$ cat config.mk
export PLATFORM = sky130hd
export DESIGN_NAME = n_queens_solution_enumerator_top
export DESIGN_NICKNAME = d
export VERILOG_FILES = /design/src/rtl/core/nqse_pkg.sv /design/src/rtl/core/n_queens_solution_enumerator_top.sv
export VERILOG_INCLUDE_DIRS = /design/src /design/src/rtl/core
export SDC_FILE = /design/constraint.sdc
export NUM_CORES = 1
export LEC_CHECK = 0
export BUFFER_PORTS_ARGS = -buffer_cell sky130_fd_sc_hd__buf_4
export CAP_MARGIN = 20
export CORE_UTILIZATION = 55
export CTS_BUF_LIST = sky130_fd_sc_hd__clkbuf_8 sky130_fd_sc_hd__clkbuf_16
export CTS_CLUSTER_SIZE = 40
export DETAILED_ROUTE_END_ITERATION = 12
export PLACE_DENSITY = 0.75
export SYNTH_ARGS = -nofsm -noshare
export SYNTH_HDL_FRONTEND = slang
export SYNTH_SLANG_ARGS = --single-unit
$ cat constraint.sdc
create_clock -name clk_i -period 18.75 [get_ports clk_i]
set_clock_uncertainty 0.15 [all_clocks]
set_input_delay 0.9375 -clock clk_i [delete_from_list [all_inputs] [get_ports clk_i]]
set_output_delay 0.9375 -clock clk_i [all_outputs]
set_load 0.01 [all_outputs]
$ cat src/rtl/core/assert_macros.svh
// Assertion macros shared by the RTL in this folder.
// Needs clk_i and rst_ni in the scope of each use; empty under SYNTHESIS.
`ifndef ASSERT_MACROS_SVH
`define ASSERT_MACROS_SVH

`ifndef SYNTHESIS

// Property must hold at every clock edge out of reset.
`define ASSERT_CLK(name, prop, msg) \
  name: assert property (@(posedge clk_i) disable iff (!rst_ni) (prop)) \
    else $error(msg);

// Expression must never be true at a clock edge out of reset.
`define ASSERT_NEVER(name, expr, msg) \
  name: assert property (@(posedge clk_i) disable iff (!rst_ni) !(expr)) \
    else $error(msg);

`else

`define ASSERT_CLK(name, prop, msg)
`define ASSERT_NEVER(name, expr, msg)

`endif

`endif

$ cat src/rtl/core/nqse_pkg.sv
// Shared constants for the n-queens enumerator.
// No dependencies; imported by n_queens_solution_enumerator_top.
package nqse_pkg;

  localparam int MaxQueensDef = 8;
  localparam int BoardSizeW   = 4;
  localparam int RowW         = 4;
  localparam int PackW        = 32;
  localparam int PackCols     = 8;
  localparam int PackCntW     = $clog2(PackCols + 1);

  localparam logic [BoardSizeW-1:0] BoardSizeRst = BoardSizeW'(8);

endpackage

$ cat src/rtl/core/n_queens_solution_enumerator_top.sv
// N-queens enumerator: depth-first backtracking over a row stack held in a RAM.
// Depends on nqse_pkg and assert_macros.svh.
//
// Usage:
//   Request: pulse start_i with restart_i while busy_o is low. restart_i=1
//   begins a new search on an empty board; restart_i=0 resumes after the last
//   solution (a resume before any restart behaves as a restart).
//   Result: valid_o is high for exactly one cycle with found_o and
//   rows_packed_o (row of column k in bits 4k+3..4k). found_o=0 means the
//   search is exhausted; further resumes repeat that answer.
//   Configuration: cfg_we_i/cfg_wdata_i write board_size, only while idle.
// Timing:
//   The stack RAM has a registered read. Each row tried is a SEARCH step,
//   a column that runs out of rows adds a step into POP, each column popped is
//   a POP step (a resume first pops down to the resume column), and the
//   min(N,8) columns of the solution are read out in PACK; the result strobe is
//   registered after the last PACK step. So latency is search-dependent, one
//   request in flight at a time; an exhausted resume answers without a search.
//   Reset: board_size returns to 8 and the search state clears; the RAM is
//   not cleared, as every entry is written before it is read.
//   The receiver cannot stall; busy_o drops in the cycle the result shows.
`include "assert_macros.svh"

module n_queens_solution_enumerator_top
  import nqse_pkg::*;
#(
  parameter int MAX_QUEENS = MaxQueensDef
) (
  input  logic                  clk_i,
  input  logic                  rst_ni,
  input  logic                  start_i,
  output logic                  busy_o,
  input  logic                  restart_i,
  input  logic                  cfg_we_i,
  input  logic [BoardSizeW-1:0] cfg_wdata_i,
  output logic                  valid_o,
  output logic                  found_o,
  output logic [PackW-1:0]      rows_packed_o
);

  localparam int CW  = $clog2(MAX_QUEENS + 1);
  localparam int AW  = (MAX_QUEENS > 1) ? $clog2(MAX_QUEENS) : 1;
  localparam int DN  = 2 * MAX_QUEENS - 1;
  localparam int DW  = (DN > 1) ? $clog2(DN) : 1;
  localparam int NW  = (CW > BoardSizeW) ? CW : BoardSizeW;

  localparam logic [1:0] ST_IDLE   = 2'd0;
  localparam logic [1:0] ST_SEARCH = 2'd1;
  localparam logic [1:0] ST_POP    = 2'd2;
  localparam logic [1:0] ST_PACK   = 2'd3;

  logic [1:0]            state_q, state_d;
  logic [BoardSizeW-1:0] board_size_q;
  logic [CW-1:0]         col_q, col_d;
  logic [CW-1:0]         r_q, r_d;
  logic [CW-1:0]         cur_q, cur_d;
  logic [CW-1:0]         tgt_q, tgt_d;
  logic                  done_q, done_d;
  logic                  started_q, started_d;
  logic [MAX_QUEENS-1:0] rows_q, rows_d;
  logic [DN-1:0]         d1_q, d1_d;
  logic [DN-1:0]         d2_q, d2_d;
  logic [PackCntW-1:0]   pk_q, pk_d;
  logic                  valid_q, valid_d;
  logic                  found_q, found_d;
  logic [PackW-1:0]      packed_q, packed_d;

  logic [RowW-1:0]       stack_mem [MAX_QUEENS];
  logic [RowW-1:0]       rdata_q;
  logic                  mem_we;
  logic [AW-1:0]         mem_waddr;
  logic [RowW-1:0]       mem_wdata;
  logic [AW-1:0]         mem_raddr;

  logic [NW-1:0]         bs_ext;
  logic [CW-1:0]         n;
  logic [PackCntW-1:0]   cnt;
  logic [CW-1:0]         depth;
  logic [CW-1:0]         col_m1, col_m2;
  logic [DW-1:0]         d1_idx, d2_idx, p1_idx, p2_idx;
  logic [AW-1:0]         r_idx, v_idx;
  logic                  free;
  logic [PackCntW-1:0]   pk_m1;

  assign bs_ext = NW'(board_size_q);
  assign n      = (bs_ext > NW'(MAX_QUEENS)) ? CW'(MAX_QUEENS) : CW'(bs_ext);
  assign cnt    = (NW'(n) > NW'(PackCols)) ? PackCntW'(PackCols) : PackCntW'(n);
  assign depth  = (cur_q > n) ? n : cur_q;
  assign col_m1 = col_q - CW'(1);
  assign col_m2 = col_q - CW'(2);
  assign pk_m1  = pk_q - PackCntW'(1);

  // candidate square against the masks of columns below col_q
  assign r_idx  = r_q[AW-1:0];
  assign d1_idx = DW'(r_q) + DW'(MAX_QUEENS - 1) - DW'(col_q);
  assign d2_idx = DW'(r_q) + DW'(col_q);
  assign free   = !rows_q[r_idx] && !d1_q[d1_idx] && !d2_q[d2_idx];

  // popped entry sits at column col_q-1
  assign v_idx  = rdata_q[AW-1:0];
  assign p1_idx = DW'(rdata_q) + DW'(MAX_QUEENS - 1) - DW'(col_m1);
  assign p2_idx = DW'(rdata_q) + DW'(col_m1);

  always_ff @(posedge clk_i) begin
    if (mem_we) begin
      stack_mem[mem_waddr] <= mem_wdata;
    end
    rdata_q <= stack_mem[mem_raddr];
  end

  always_comb begin
    state_d   = state_q;
    col_d     = col_q;
    r_d       = r_q;
    cur_d     = cur_q;
    tgt_d     = tgt_q;
    done_d    = done_q;
    started_d = started_q;
    rows_d    = rows_q;
    d1_d      = d1_q;
    d2_d      = d2_q;
    pk_d      = pk_q;
    valid_d   = 1'b0;
    found_d   = found_q;
    packed_d  = packed_q;
    mem_we    = 1'b0;
    mem_waddr = col_q[AW-1:0];
    mem_wdata = RowW'(r_q);
    mem_raddr = col_m1[AW-1:0];

    unique case (state_q)
      ST_IDLE: begin
        if (start_i) begin
          if (restart_i || !started_q) begin
            started_d = 1'b1;
            done_d    = 1'b0;
            cur_d     = '0;
            col_d     = '0;
            r_d       = '0;
            rows_d    = '0;
            d1_d      = '0;
            d2_d      = '0;
            pk_d      = '0;
            packed_d  = '0;
            state_d   = (n == '0) ? ST_PACK : ST_SEARCH;
          end else if (done_q || depth == '0) begin
            done_d   = 1'b1;
            cur_d    = '0;
            valid_d  = 1'b1;
            found_d  = 1'b0;
            packed_d = '0;
          end else begin
            // unwind the stack down to the resume column
            tgt_d   = depth - CW'(1);
            state_d = ST_POP;
          end
        end
      end

      ST_SEARCH: begin
        if (r_q < n) begin
          if (free) begin
            mem_we          = 1'b1;
            rows_d[r_idx]   = 1'b1;
            d1_d[d1_idx]    = 1'b1;
            d2_d[d2_idx]    = 1'b1;
            col_d           = col_q + CW'(1);
            r_d             = '0;
            if (col_q + CW'(1) >= n) begin
              cur_d    = n;
              done_d   = 1'b0;
              pk_d     = '0;
              packed_d = '0;
              state_d  = ST_PACK;
            end
          end else begin
            r_d = r_q + CW'(1);
          end
        end else if (col_q == '0) begin
          done_d   = 1'b1;
          cur_d    = '0;
          valid_d  = 1'b1;
          found_d  = 1'b0;
          packed_d = '0;
          state_d  = ST_IDLE;
        end else begin
          tgt_d   = col_m1;
          state_d = ST_POP;
        end
      end

      ST_POP: begin
        rows_d[v_idx]  = 1'b0;
        d1_d[p1_idx]   = 1'b0;
        d2_d[p2_idx]   = 1'b0;
        col_d          = col_m1;
        r_d            = CW'(rdata_q) + CW'(1);
        if (col_m1 == tgt_q) begin
          state_d = ST_SEARCH;
        end else begin
          mem_raddr = col_m2[AW-1:0];
        end
      end

      ST_PACK: begin
        if (pk_q != '0) begin
          packed_d[{pk_m1[2:0], 2'b00} +: RowW] = rdata_q;
        end
        if (pk_q == cnt) begin
          valid_d = 1'b1;
          found_d = 1'b1;
          state_d = ST_IDLE;
        end else begin
          mem_raddr = pk_q[AW-1:0];
          pk_d      = pk_q + PackCntW'(1);
        end
      end

      default: begin
        state_d = ST_IDLE;
      end
    endcase
  end

  always_ff @(posedge clk_i or negedge rst_ni) begin
    if (!rst_ni) begin
      state_q      <= ST_IDLE;
      board_size_q <= BoardSizeRst;
      col_q        <= '0;
      r_q          <= '0;
      cur_q        <= '0;
      tgt_q        <= '0;
      done_q       <= 1'b0;
      started_q    <= 1'b0;
      rows_q       <= '0;
      d1_q         <= '0;
      d2_q         <= '0;
      pk_q         <= '0;
      valid_q      <= 1'b0;
    end else begin
      state_q   <= state_d;
      col_q     <= col_d;
      r_q       <= r_d;
      cur_q     <= cur_d;
      tgt_q     <= tgt_d;
      done_q    <= done_d;
      started_q <= started_d;
      rows_q    <= rows_d;
      d1_q      <= d1_d;
      d2_q      <= d2_d;
      pk_q      <= pk_d;
      valid_q   <= valid_d;
      if (cfg_we_i) begin
        board_size_q <= cfg_wdata_i;
      end
    end
  end

  always_ff @(posedge clk_i) begin
    found_q  <= found_d;
    packed_q <= packed_d;
  end

  assign busy_o        = (state_q != ST_IDLE);
  assign valid_o       = valid_q;
  assign found_o       = found_q;
  assign rows_packed_o = packed_q;

  // row mask holds exactly one bit per stacked column
  `ASSERT_CLK(a_mask_height, $countones(rows_q) == col_q, "row mask out of step with stack")
  `ASSERT_NEVER(a_col_range, col_q > CW'(MAX_QUEENS), "stack height beyond board")
  `ASSERT_CLK(a_notfound_zero, (valid_o && !found_o) |-> (rows_packed_o == '0),
              "not-found item carries rows")
  `ASSERT_CLK(a_busy_ends_item, $fell(busy_o) |-> valid_o, "busy dropped without an item")

endmodule

; ---- Word level (Yosys, flattened, before mapping)
; Memories as Yosys holds them, arrays and structs flattened. A register that Yosys moved wholly into a read port is not among the register bits.
; Cells that the tools add are included.
[op_classes]
add_sub_neg = 15
n_lt_le_gt_ge = 17
n_eq_ne = 25
n_shift = 2
mux = 112
bitwise = 9
reduce_logical = 32
[ops]
columns = cell, n
row1 = $mux 32, 8
row2 = $mux 4, 25
row3 = $pmux 32 s3, 1
row4 = $mux 15, 6
row5 = $pmux 15 s3, 2
row6 = $pmux 4 s3, 3
row7 = $mux 1, 33
row8 = $bwmux 32, 1
row9 = $mux 8, 4
row10 = $shift 4x7->32 const A, 1
row11 = $shiftx 4x7->32, 1
row12 = $and 15x15->15, 2
row13 = $ne 2x2->1 const B, 15
row14 = $not 15->15, 2
row15 = $or 15x15->15, 2
row16 = $pmux 8 s3, 1
row17 = $reduce_and 7->1, 3
row18 = $lt 4x5->1 const B, 4
row19 = $mux 2, 10
row20 = $reduce_and 6->1, 3
row21 = $add 4x1->4 const B, 4
row22 = $demux 1 s4, 4
row23 = $ge 4x1->1 const B, 4
row24 = $pmux 4 s2, 2
row25 = 39 further kinds, 71
[totals]
reg_bits = 100
ramBits = 32
inputBits = 9
output_inout_bits = 35
mem_count = 1
[memory_table]
columns = memory, words, word_bits, read_ports, rd_ports_with_merged_regs, wr, line
row1 = stack_mem, 8, 4, 1, 1, 1, n_queens_solution_enumerator_top.sv:68  ; logic [RowW-1:0] stack_mem [MAX_QUEENS];

; ---- Depth between registers and ports, before layout
; Gate-level depths: netlist of the first run.
[depth]
ltp_word = 12
ltp_mapped = 17
depth_no_buf = 15

; ---- Worst setup path after synthesis of the first run
; OpenSTA, ideal clock, no wires.
[synth_path]
path_kind = register to register
start = register col_q[0]
end = register packed_q[0] (netlist: rows_packed_o[0]), enable pin
setup_time_ps = 501
arrival_time_ps = 6062
setup_slack_ps = 12037
path_stages_with_launch = 14
path_cell_list = dfrtp_1 clkbuf_1 inv_1 ha_1 ha_1 inv_1 fa_1 clkbuf_1 clkinv_1 mux4_2 a31o_2 nor2_1 nor2_1 nor4_1
[synth_between]
elab_chain_cells = 8
[synth_lines]
columns = item, line
row1 = start: declaration, n_queens_solution_enumerator_top.sv:54  ; logic [CW-1:0] col_q, col_d;
row2 = start signal: assignment, n_queens_solution_enumerator_top.sv:242  ; col_q <= col_d;
row3 = $sub 4x4->4, n_queens_solution_enumerator_top.sv:95  ; assign d1_idx = DW'(r_q) + DW'(MAX_QUEENS - 1) - DW'(col_q);
row4 = $bmux 1 s4, n_queens_solution_enumerator_top.sv:97  ; assign free = !rows_q[r_idx] && !d1_q[d1_idx] && !d2_q[d2_idx];
row5 = $mux 1 (not written as such), n_queens_solution_enumerator_top.sv:97
row6 = $logic_not 1->1, n_queens_solution_enumerator_top.sv:97
row7 = $logic_and 1x1->1 (2 in a row), n_queens_solution_enumerator_top.sv:97
row8 = $ne 3x3->1 (no line), -
row9 = $reduce_and 7->1 (no line) (*), -
row10 = end signal: assignment, n_queens_solution_enumerator_top.sv:261  ; packed_q <= packed_d;
row11 = end: declaration, n_queens_solution_enumerator_top.sv:66  ; logic [PackW-1:0] packed_q, packed_d;
; Every way passes the cells marked *; elsewhere a longest branch is shown, timed or not. The select of a mux whose other input is x is not followed.
; A chain may end at the register's enable or synchronous reset.

; ---- Worst setup path after layout of the first run
[layout_path]
start = register board_size_q[3]
end = register packed_q[21] (netlist: rows_packed_o[21]), enable pin
[layout_between]
elab_chain_cells = 8
[layout_lines]
columns = item, line
row1 = start: declaration, n_queens_solution_enumerator_top.sv:53  ; logic [BoardSizeW-1:0] board_size_q;
row2 = start signal: assignment, n_queens_solution_enumerator_top.sv:228  ; board_size_q <= BoardSizeRst;
row3 = start signal: assignment, n_queens_solution_enumerator_top.sv:254  ; board_size_q <= cfg_wdata_i;
row4 = $gt 4x4->1, n_queens_solution_enumerator_top.sv:86  ; assign n = (bs_ext > NW'(MAX_QUEENS)) ? CW'(MAX_QUEENS) : CW'(bs_ext);
row5 = $mux 4 (*), n_queens_solution_enumerator_top.sv:86
row6 = $gt 4x4->1, n_queens_solution_enumerator_top.sv:88  ; assign depth = (cur_q > n) ? n : cur_q;
row7 = $mux 4, n_queens_solution_enumerator_top.sv:88
row8 = $logic_not 4->1, n_queens_solution_enumerator_top.sv:146  ; end else if (done_q || depth == '0) begin
row9 = $logic_or 1x1->1, n_queens_solution_enumerator_top.sv:146
row10 = $ne 3x3->1 (no line), -
row11 = $reduce_and 7->1 (no line) (*), -
; Every way passes the cells marked *; elsewhere a longest branch is shown, timed or not.

==> flow_summary.ini, run 1 <==
[hold_path]
min-delay-path-class = reg -> reg

[clock_tree]
cts.repair_timing.setup_buffer_count = 0
root_buffer = sky130_fd_sc_hd__clkbuf_16
tritoncts = yes
clock_insertion_delay_worst_skew_ns = 0.43
numCtsBuffers = 17
htree_levels = 4
clk_path_buf_depth = 2
ctsHoldBuffers = 0
cts_resized = 0
cts.sink_count = 136
clk_transition_reported_paths_ns = 0.07

[yosys]
synth_edf_count = 65
netlist_instances = 828
netlist_area_um2 = 8300
synth_fp_nets = 888
avgSynthCellArea_um2 = 10.0
ys_ff_latch = 136
synth.yosys.seq_area_share = 0.447
dominantRegCellSynth = sky130_fd_sc_hd__dfrtp_1
yosysUniqueCellTypes = 69
async_reset_ff_frac = 0.493
ys_warn_count = 0

[status]
failed_checks = DRC
outcome = finished, violations left

[global_route]
grt_pass1_vias = 6547
global_route.usage.total = 0.271
grt_first_pass_wirelength_um = 33100
overflow = 0
antenna_found_initial = 0
grt_max_degree = 68

[finish]
antenna_cells = 0
layout-drive-gt1-share = 0.153
synthToLayoutAreaGrowth_pct = 11.9
final_nets = 908

[setup_path]
worst-path-max-fanout = 32
timing.critical_path.to_type = flop
arrival_ns = 4.86
start_kind = flop
worst-setup-path-type = reg -> reg
required_ns = 18.68

[sta]
tightest_slew_ns = 0.991
setup_viol = 0
final-hold-violation-count = 0
finalSetupTns_ns = 0
achievable-frequency_mhz = 203
fin_crit_sh = 0.263
timing.slew.headroom = 0.332
rsz0062_at_grt = no
slew_viol_final = 0
fin_crit_ns = 4.93

[route]
drc = 2
viasPerCell = 6.23
first_pass_iters = 10
totalWireLength_um = 19900
drt_first_iter_violations = 530
routed_wire_length_per_instance_um = 19.1
antenna_violation_net_count_after_detailed_routing = 0
detailroute.via_count = 6512

[place]
buffer_ports.inserted = 43
detailedPlacementHpwl_um = 14000
finalWeightedCongestion = 0.894

[die]
die-width_um = 125
initial_utilization = 0.567
top_level_ports = 44
core-area_um2 = 14600
floorplan.die.height_um = 125
die_area_um2 = 15600
floorplan.rows = 44

[job]
maxCapViolCount = 0
[metrics by stage]
step / setup WS, ns / area [um2] / hold WS (ns) / utilization / cells
2_1_floorplan: 12.04 / 8300 / 0.270 / - / 828
3_3_place_gp: 13.81 / 8660 / 0.297 / 0.591 / 1011
3_5_place_dp: 13.67 / 8670 / 0.299 / 0.592 / 1012
4_1_cts: 13.65 / 9270 / 0.314 / 0.633 / 1044
5_1_grt: 13.46 / 9290 / 0.351 / 0.635 / 1045
6_report: 13.82 / 9290 / 0.311 / 0.635 / 1045
[layout make-up]
type	count	area, um2
Sequential cell	136	3710
Clock buffer	17	425
Multi-Input combinational cell	609	4240
Timing Repair Buffer	47	363
Fill cell	1195	5350
Tap cell	184	230
Clock inverter	15	183
Inverter	37	139
[Yosys cell counts (3+ instances only)]
| library cell | number | share of area |
|---|---|---|
| sky130_fd_sc_hd__nor2_1 | 95 | 0.043 |
| sky130_fd_sc_hd__ha_1 | 47 | 0.071 |
| sky130_fd_sc_hd__fa_1 | 4 | 0.0096 |
| sky130_fd_sc_hd__a22o_1 | 10 | 0.011 |
| sky130_fd_sc_hd__edfxtp_1 | 65 | 0.24 |
| sky130_fd_sc_hd__nor3_1 | 10 | 0.0060 |
| sky130_fd_sc_hd__buf_2 | 8 | 0.0048 |
| sky130_fd_sc_hd__and3_1 | 9 | 0.0068 |
| sky130_fd_sc_hd__nor4_1 | 6 | 0.0045 |
| sky130_fd_sc_hd__buf_4 | 5 | 0.0045 |
| sky130_fd_sc_hd__nand3b_1 | 3 | 0.0027 |
| sky130_fd_sc_hd__nand2b_1 | 10 | 0.0075 |
| sky130_fd_sc_hd__nand3_1 | 24 | 0.014 |
| sky130_fd_sc_hd__a31oi_1 | 28 | 0.021 |
| sky130_fd_sc_hd__a211oi_1 | 5 | 0.0045 |
| sky130_fd_sc_hd__o41ai_1 | 3 | 0.0032 |
| sky130_fd_sc_hd__mux4_2 | 8 | 0.022 |
| sky130_fd_sc_hd__o21a_1 | 3 | 0.0027 |
| sky130_fd_sc_hd__a21o_1 | 7 | 0.0063 |
| sky130_fd_sc_hd__nand4_1 | 3 | 0.0023 |
| sky130_fd_sc_hd__a21oi_2 | 15 | 0.016 |
| sky130_fd_sc_hd__a21oi_1 | 66 | 0.040 |
| sky130_fd_sc_hd__and2_1 | 4 | 0.0030 |
| sky130_fd_sc_hd__or3_1 | 3 | 0.0023 |
| sky130_fd_sc_hd__clkbuf_1 | 28 | 0.013 |
| sky130_fd_sc_hd__or2_2 | 3 | 0.0023 |
| sky130_fd_sc_hd__nand2_1 | 54 | 0.024 |
| sky130_fd_sc_hd__inv_1 | 35 | 0.016 |
| sky130_fd_sc_hd__mux2_2 | 15 | 0.020 |
| sky130_fd_sc_hd__xnor2_1 | 15 | 0.016 |
| sky130_fd_sc_hd__xor2_1 | 12 | 0.013 |
| sky130_fd_sc_hd__o21ai_0 | 57 | 0.034 |
| sky130_fd_sc_hd__nor2b_1 | 12 | 0.0090 |
| sky130_fd_sc_hd__a41oi_1 | 9 | 0.0095 |
| sky130_fd_sc_hd__dfxtp_1 | 4 | 0.0096 |
| sky130_fd_sc_hd__mux2i_1 | 36 | 0.043 |
| sky130_fd_sc_hd__dfrtp_1 | 66 | 0.20 |
[flip-flops by register name (all words and copies together), names as in the netlist, 8 cells and up]
| signal | cells |
|---|---|
| d1_q | 15 |
| rows_packed_o | 32 |
| rows_q | 8 |
| stack_mem | 32 |
| d2_q | 15 |
[worst max-delay path, stage by stage (launching register included)]
cell and delay, ns:
sky130_fd_sc_hd__dfstp_2 0.43, sky130_fd_sc_hd__nor2b_1 0.38, sky130_fd_sc_hd__inv_1 0.18, sky130_fd_sc_hd__ha_1 0.34, sky130_fd_sc_hd__nand2b_1 0.08, sky130_fd_sc_hd__a21oi_1 0.05, sky130_fd_sc_hd__o21ai_0 0.77, sky130_fd_sc_hd__mux2_2 0.45
sky130_fd_sc_hd__inv_1 0.06, sky130_fd_sc_hd__ha_1 0.20, sky130_fd_sc_hd__nor4b_1 0.22, sky130_fd_sc_hd__or3_1 0.26, sky130_fd_sc_hd__o2111ai_1 0.29, sky130_fd_sc_hd__nor4_2 0.28, sky130_fd_sc_hd__buf_4 0.41
[cells in the final DEF (no fill, tap or decap), drive strengths merged, types with 11 or more instances in the layout]
master	count
a21oi	81
a31oi	28
buf	47
clkbuf	17
dfrtp	66
edfxtp	65
ha	47
inv	44
mux2	15
mux2i	36
nand2	54
nand3	24
nor2	95
nor2b	12
nor3	11
o21ai	58
xnor2	16
xor2	13
[cell families (layout without fill, tap and decap cells)]
logic type      Yosys count  count (layout)  synth area share
simple gates            243             243             0.136
xor+xnor                 30              30            0.0351
flops                   136             136             0.447
buf+inv                  83             116            0.0429
compound gates          226             226             0.173
mux                      59              59            0.0854
fa+ha+maj                51              51            0.0805
[path summary, 6_finish.rpt]
path,to,slack (ns),startpoint,cells after the start
min reg2reg,started_q$_DFFE_PN0P_,0.31,started_q$_DFFE_PN0P_,1
max in group asynchronous,d2_q[14]$_DFFE_PN0P_,17.40,rst_ni,1
min,started_q$_DFFE_PN0P_,0.31,started_q$_DFFE_PN0P_,1
max reg2reg,rows_packed_o[21]$_SDFFCE_PN0P_,13.82,board_size_q[3]$_DFFE_PN1P_,14
min in group asynchronous,tgt_q[3]$_DFFE_PN0P_,0.47,rst_ni,1
max,rows_packed_o[21]$_SDFFCE_PN0P_,13.82,board_size_q[3]$_DFFE_PN1P_,14
[routing by layer]
layer,wire [um],part of all wire,global-route usage
met5,0,0,0
met4,507,0.025,0.116
met2,9620,0.48,0.445
met1,8780,0.44,0.351
met3,1030,0.051,0.0507
Power of run 1 is left out: the tool's default activity adds up to more than one toggle a clock period on the data nets, which glitch-free logic cannot reach.
==> run 2, diff against run 1 <==
--- a/config.mk
+++ b/config.mk
@@ -12,7 +12,7 @@
 export CTS_BUF_LIST = sky130_fd_sc_hd__clkbuf_8 sky130_fd_sc_hd__clkbuf_16
 export CTS_CLUSTER_SIZE = 40
 export DETAILED_ROUTE_END_ITERATION = 12
-export PLACE_DENSITY = 0.75
+export PLACE_DENSITY = 0.78
 export SYNTH_ARGS = -nofsm -noshare
 export SYNTH_HDL_FRONTEND = slang
 export SYNTH_SLANG_ARGS = --single-unit
==> constraint.sdc (replaced) <==
create_clock -name clk_i -period 4.1 [get_ports clk_i]
set_clock_uncertainty 0.15 [all_clocks]
set_input_delay 0.205 -clock clk_i [delete_from_list [all_inputs] [get_ports clk_i]]
set_output_delay 0.205 -clock clk_i [all_outputs]
set_load 0.01 [all_outputs]
==> run 2 against run 1 <==
  * The flow now finishes without violations
  * Flip-flop and latch count did not move
  * Global-route usage rose by 0.67 points
  * Clock-buffer cell count rose by 5
  * Worst setup slack got worse by 14 ns
  * First-iteration DRC count rose by 22%
  * Register-to-register slack got worse by 14 ns
  * Hold slack got worse by 0.020 ns
  * Critical path depth fell by 1
  * Maximum frequency rose by 26%
  * Non-clock buffer count rose by 29
  * Final cell count rose by 2.8%
  * Critical endpoint is now d1_q[6]$_DFFE_PN0P_
  * Largest cell class unchanged
==> flow_summary.ini, run 2 (synthesis gave the netlist of run 1 again) <==
[finish]
final_nets = 937
layout-drive-gt1-share = 0.192
synthToLayoutAreaGrowth_pct = 17.6
antenna_cells = 0
final_cell_mix = sky130_fd_sc_hd__nor2_1, sky130_fd_sc_hd__a21oi_1, sky130_fd_sc_hd__edfxtp_1
num-fill-cells = 1086
final_cell_count_no_fill = 1074
design_area_um2 = 9760
most_frequent_standard_cell_in_the_layout_excluding_fill_and_tap_cells = sky130_fd_sc_hd__nor2_1

[setup_path]
cp_slowest_cell = sky130_fd_sc_hd__fa_1
worst-path-max-fanout = 60
crit_path_cell_trace = inv_2, ha_4, ha_4, inv_2, fa_1, clkinv_8, mux4_2, a31o_4, o31ai_4, and2_2, buf_12, a31oi_1, a21oi_2
slowest_delay_ns = 0.70
family_of_cells_with_the_greatest_summed_delay_on_the_critical_path = adder cells
start_kind = flop
timing.critical_path.buf_inv = 4
required_ns = 4.30
timing.critical_path.to_type = flop
arrival_ns = 4.12
setup.reg_to_reg.worst_slack_ns = 0.19
worst-setup-path-type = reg -> reg

[die]
top_level_ports = 44
die_area_um2 = 15600
floorplan.rows = 44
core-area_um2 = 14600
initial_utilization = 0.567
die-width_um = 125
floorplan.die.height_um = 125

[clock_tree]
cts.sink_count = 136
root_buffer = sky130_fd_sc_hd__clkbuf_16
clk_path_buf_depth = 2
htree_levels = 4
clk_transition_reported_paths_ns = 0.06
tritoncts = yes
clock_insertion_delay_worst_skew_ns = 0.43
numCtsBuffers = 17

[global_route]
grt_max_degree = 68
global_route.usage.total = 0.277
antenna_found_initial = 0
overflow = 0
grt_pass1_vias = 6691
grt_first_pass_wirelength_um = 33800

[place]
detailedPlacementHpwl_um = 13900
numPlacedInstances = 1031
finalWeightedCongestion = 0.874
place_area_um2 = 8980
buffer_ports.inserted = 43

[sta]
tightest_slew_ns = 0.907
rsz0062_at_grt = no
timing.slew.headroom = 0.395
fin_crit_sh = 0.955
slew_viol_final = 0
setup_viol = 0
fin_crit_ns = 3.91
hold_ws_ns = 0.291
final-hold-violation-count = 0
achievable-frequency_mhz = 256

[route]
detailroute.via_count = 6659
routed_wire_length_per_instance_um = 18.8
totalWireLength_um = 20200
first_pass_iters = 5
viasPerCell = 6.20
drt_first_iter_violations = 646
antenna_violation_net_count_after_detailed_routing = 0
drc = 0

[job]
maxCapViolCount = 0

[status]
outcome = complete, no violations

[hold_path]
min-delay-path-class = in -> async
[run 2: cell types whose count changed in the layout (fill, tap and decap cells not counted), sizes merged, moves of 2 or more]
cell and change:
inv -5, bufinv +2, clkbuf +5, buf +19, clkinvlp -3, dlygate4sd3 +10
[run 2: timing repair]
action / CTS / global route
endpoints found under the hold margin: 72 / 0
hold buffers: 10 / 0
gates resized for setup: 0 / 4
buffers inserted: 0 / 1
setup endpoints to repair: 0 / 64
[run 2: per-stage QoR]
stage | setup slack [ns] | setup TNS (ns) | util
3_3_place_gp | 0.222 | 0 | 0.613
2_1_floorplan | -0.113 | -3.63 | -
3_5_place_dp | 0.138 | 0 | 0.613
6_report | 0.186 | 0 | 0.667
4_1_cts | 0.0995 | 0 | 0.665
5_1_grt | 0.0128 | 0 | 0.667
[run 2: worst paths after layout]
| kind | from | endpoint | depth (start not counted) |
|---|---|---|---|
| worst max-delay path | col_q[1]$_DFFE_PN0P_ | d1_q[6]$_DFFE_PN0P_ | 13 |
| worst min register to register | started_q$_DFFE_PN0P_ | started_q$_DFFE_PN0P_ | 1 |
| worst max register to register | col_q[1]$_DFFE_PN0P_ | d1_q[6]$_DFFE_PN0P_ | 13 |
| min in group clk_i | started_q$_DFFE_PN0P_ | started_q$_DFFE_PN0P_ | 1 |
| worst min-delay path | rst_ni | board_size_q[2]$_DFFE_PN0P_ | 2 |
| max in group asynchronous | rst_ni | col_q[1]$_DFFE_PN0P_ | 2 |
[run 2: final cells by class]
cell class                 count  area [um2]  area share
clock inverter                10         146      0.0150
inverter                      37         156      0.0160
sequential                   136        3710       0.380
tap                          184         230      0.0236
clock buffer                  22         505      0.0518
timing repair buffer          76         621      0.0636
multi-input combinational    609        4390       0.450
[run 2: per-layer routing]
metal / track usage / vias to the layer above / routed length, um
li1: - / 3118 / -
met1: 0.351 / 3239 / 8590
met2: 0.457 / 245 / 9850
met3: 0.0597 / 57 / 1220
met4: 0.126 / 0 / 587
met5: 0 / - / 0
[run 2: worst register-to-register path, cell delays in order, from the launching register on]
cell and delay [ns]:
sky130_fd_sc_hd__dfrtp_2 0.47, sky130_fd_sc_hd__inv_2 0.11, sky130_fd_sc_hd__ha_4 0.30, sky130_fd_sc_hd__ha_4 0.12, sky130_fd_sc_hd__inv_2 0.03, sky130_fd_sc_hd__fa_1 0.70
sky130_fd_sc_hd__clkinv_8 0.12, sky130_fd_sc_hd__mux4_2 0.48, sky130_fd_sc_hd__a31o_4 0.28, sky130_fd_sc_hd__o31ai_4 0.27, sky130_fd_sc_hd__and2_2 0.21, sky130_fd_sc_hd__buf_12 0.25
sky130_fd_sc_hd__a31oi_1 0.21, sky130_fd_sc_hd__a21oi_2 0.15
Power of run 2 is left out for the same reason.
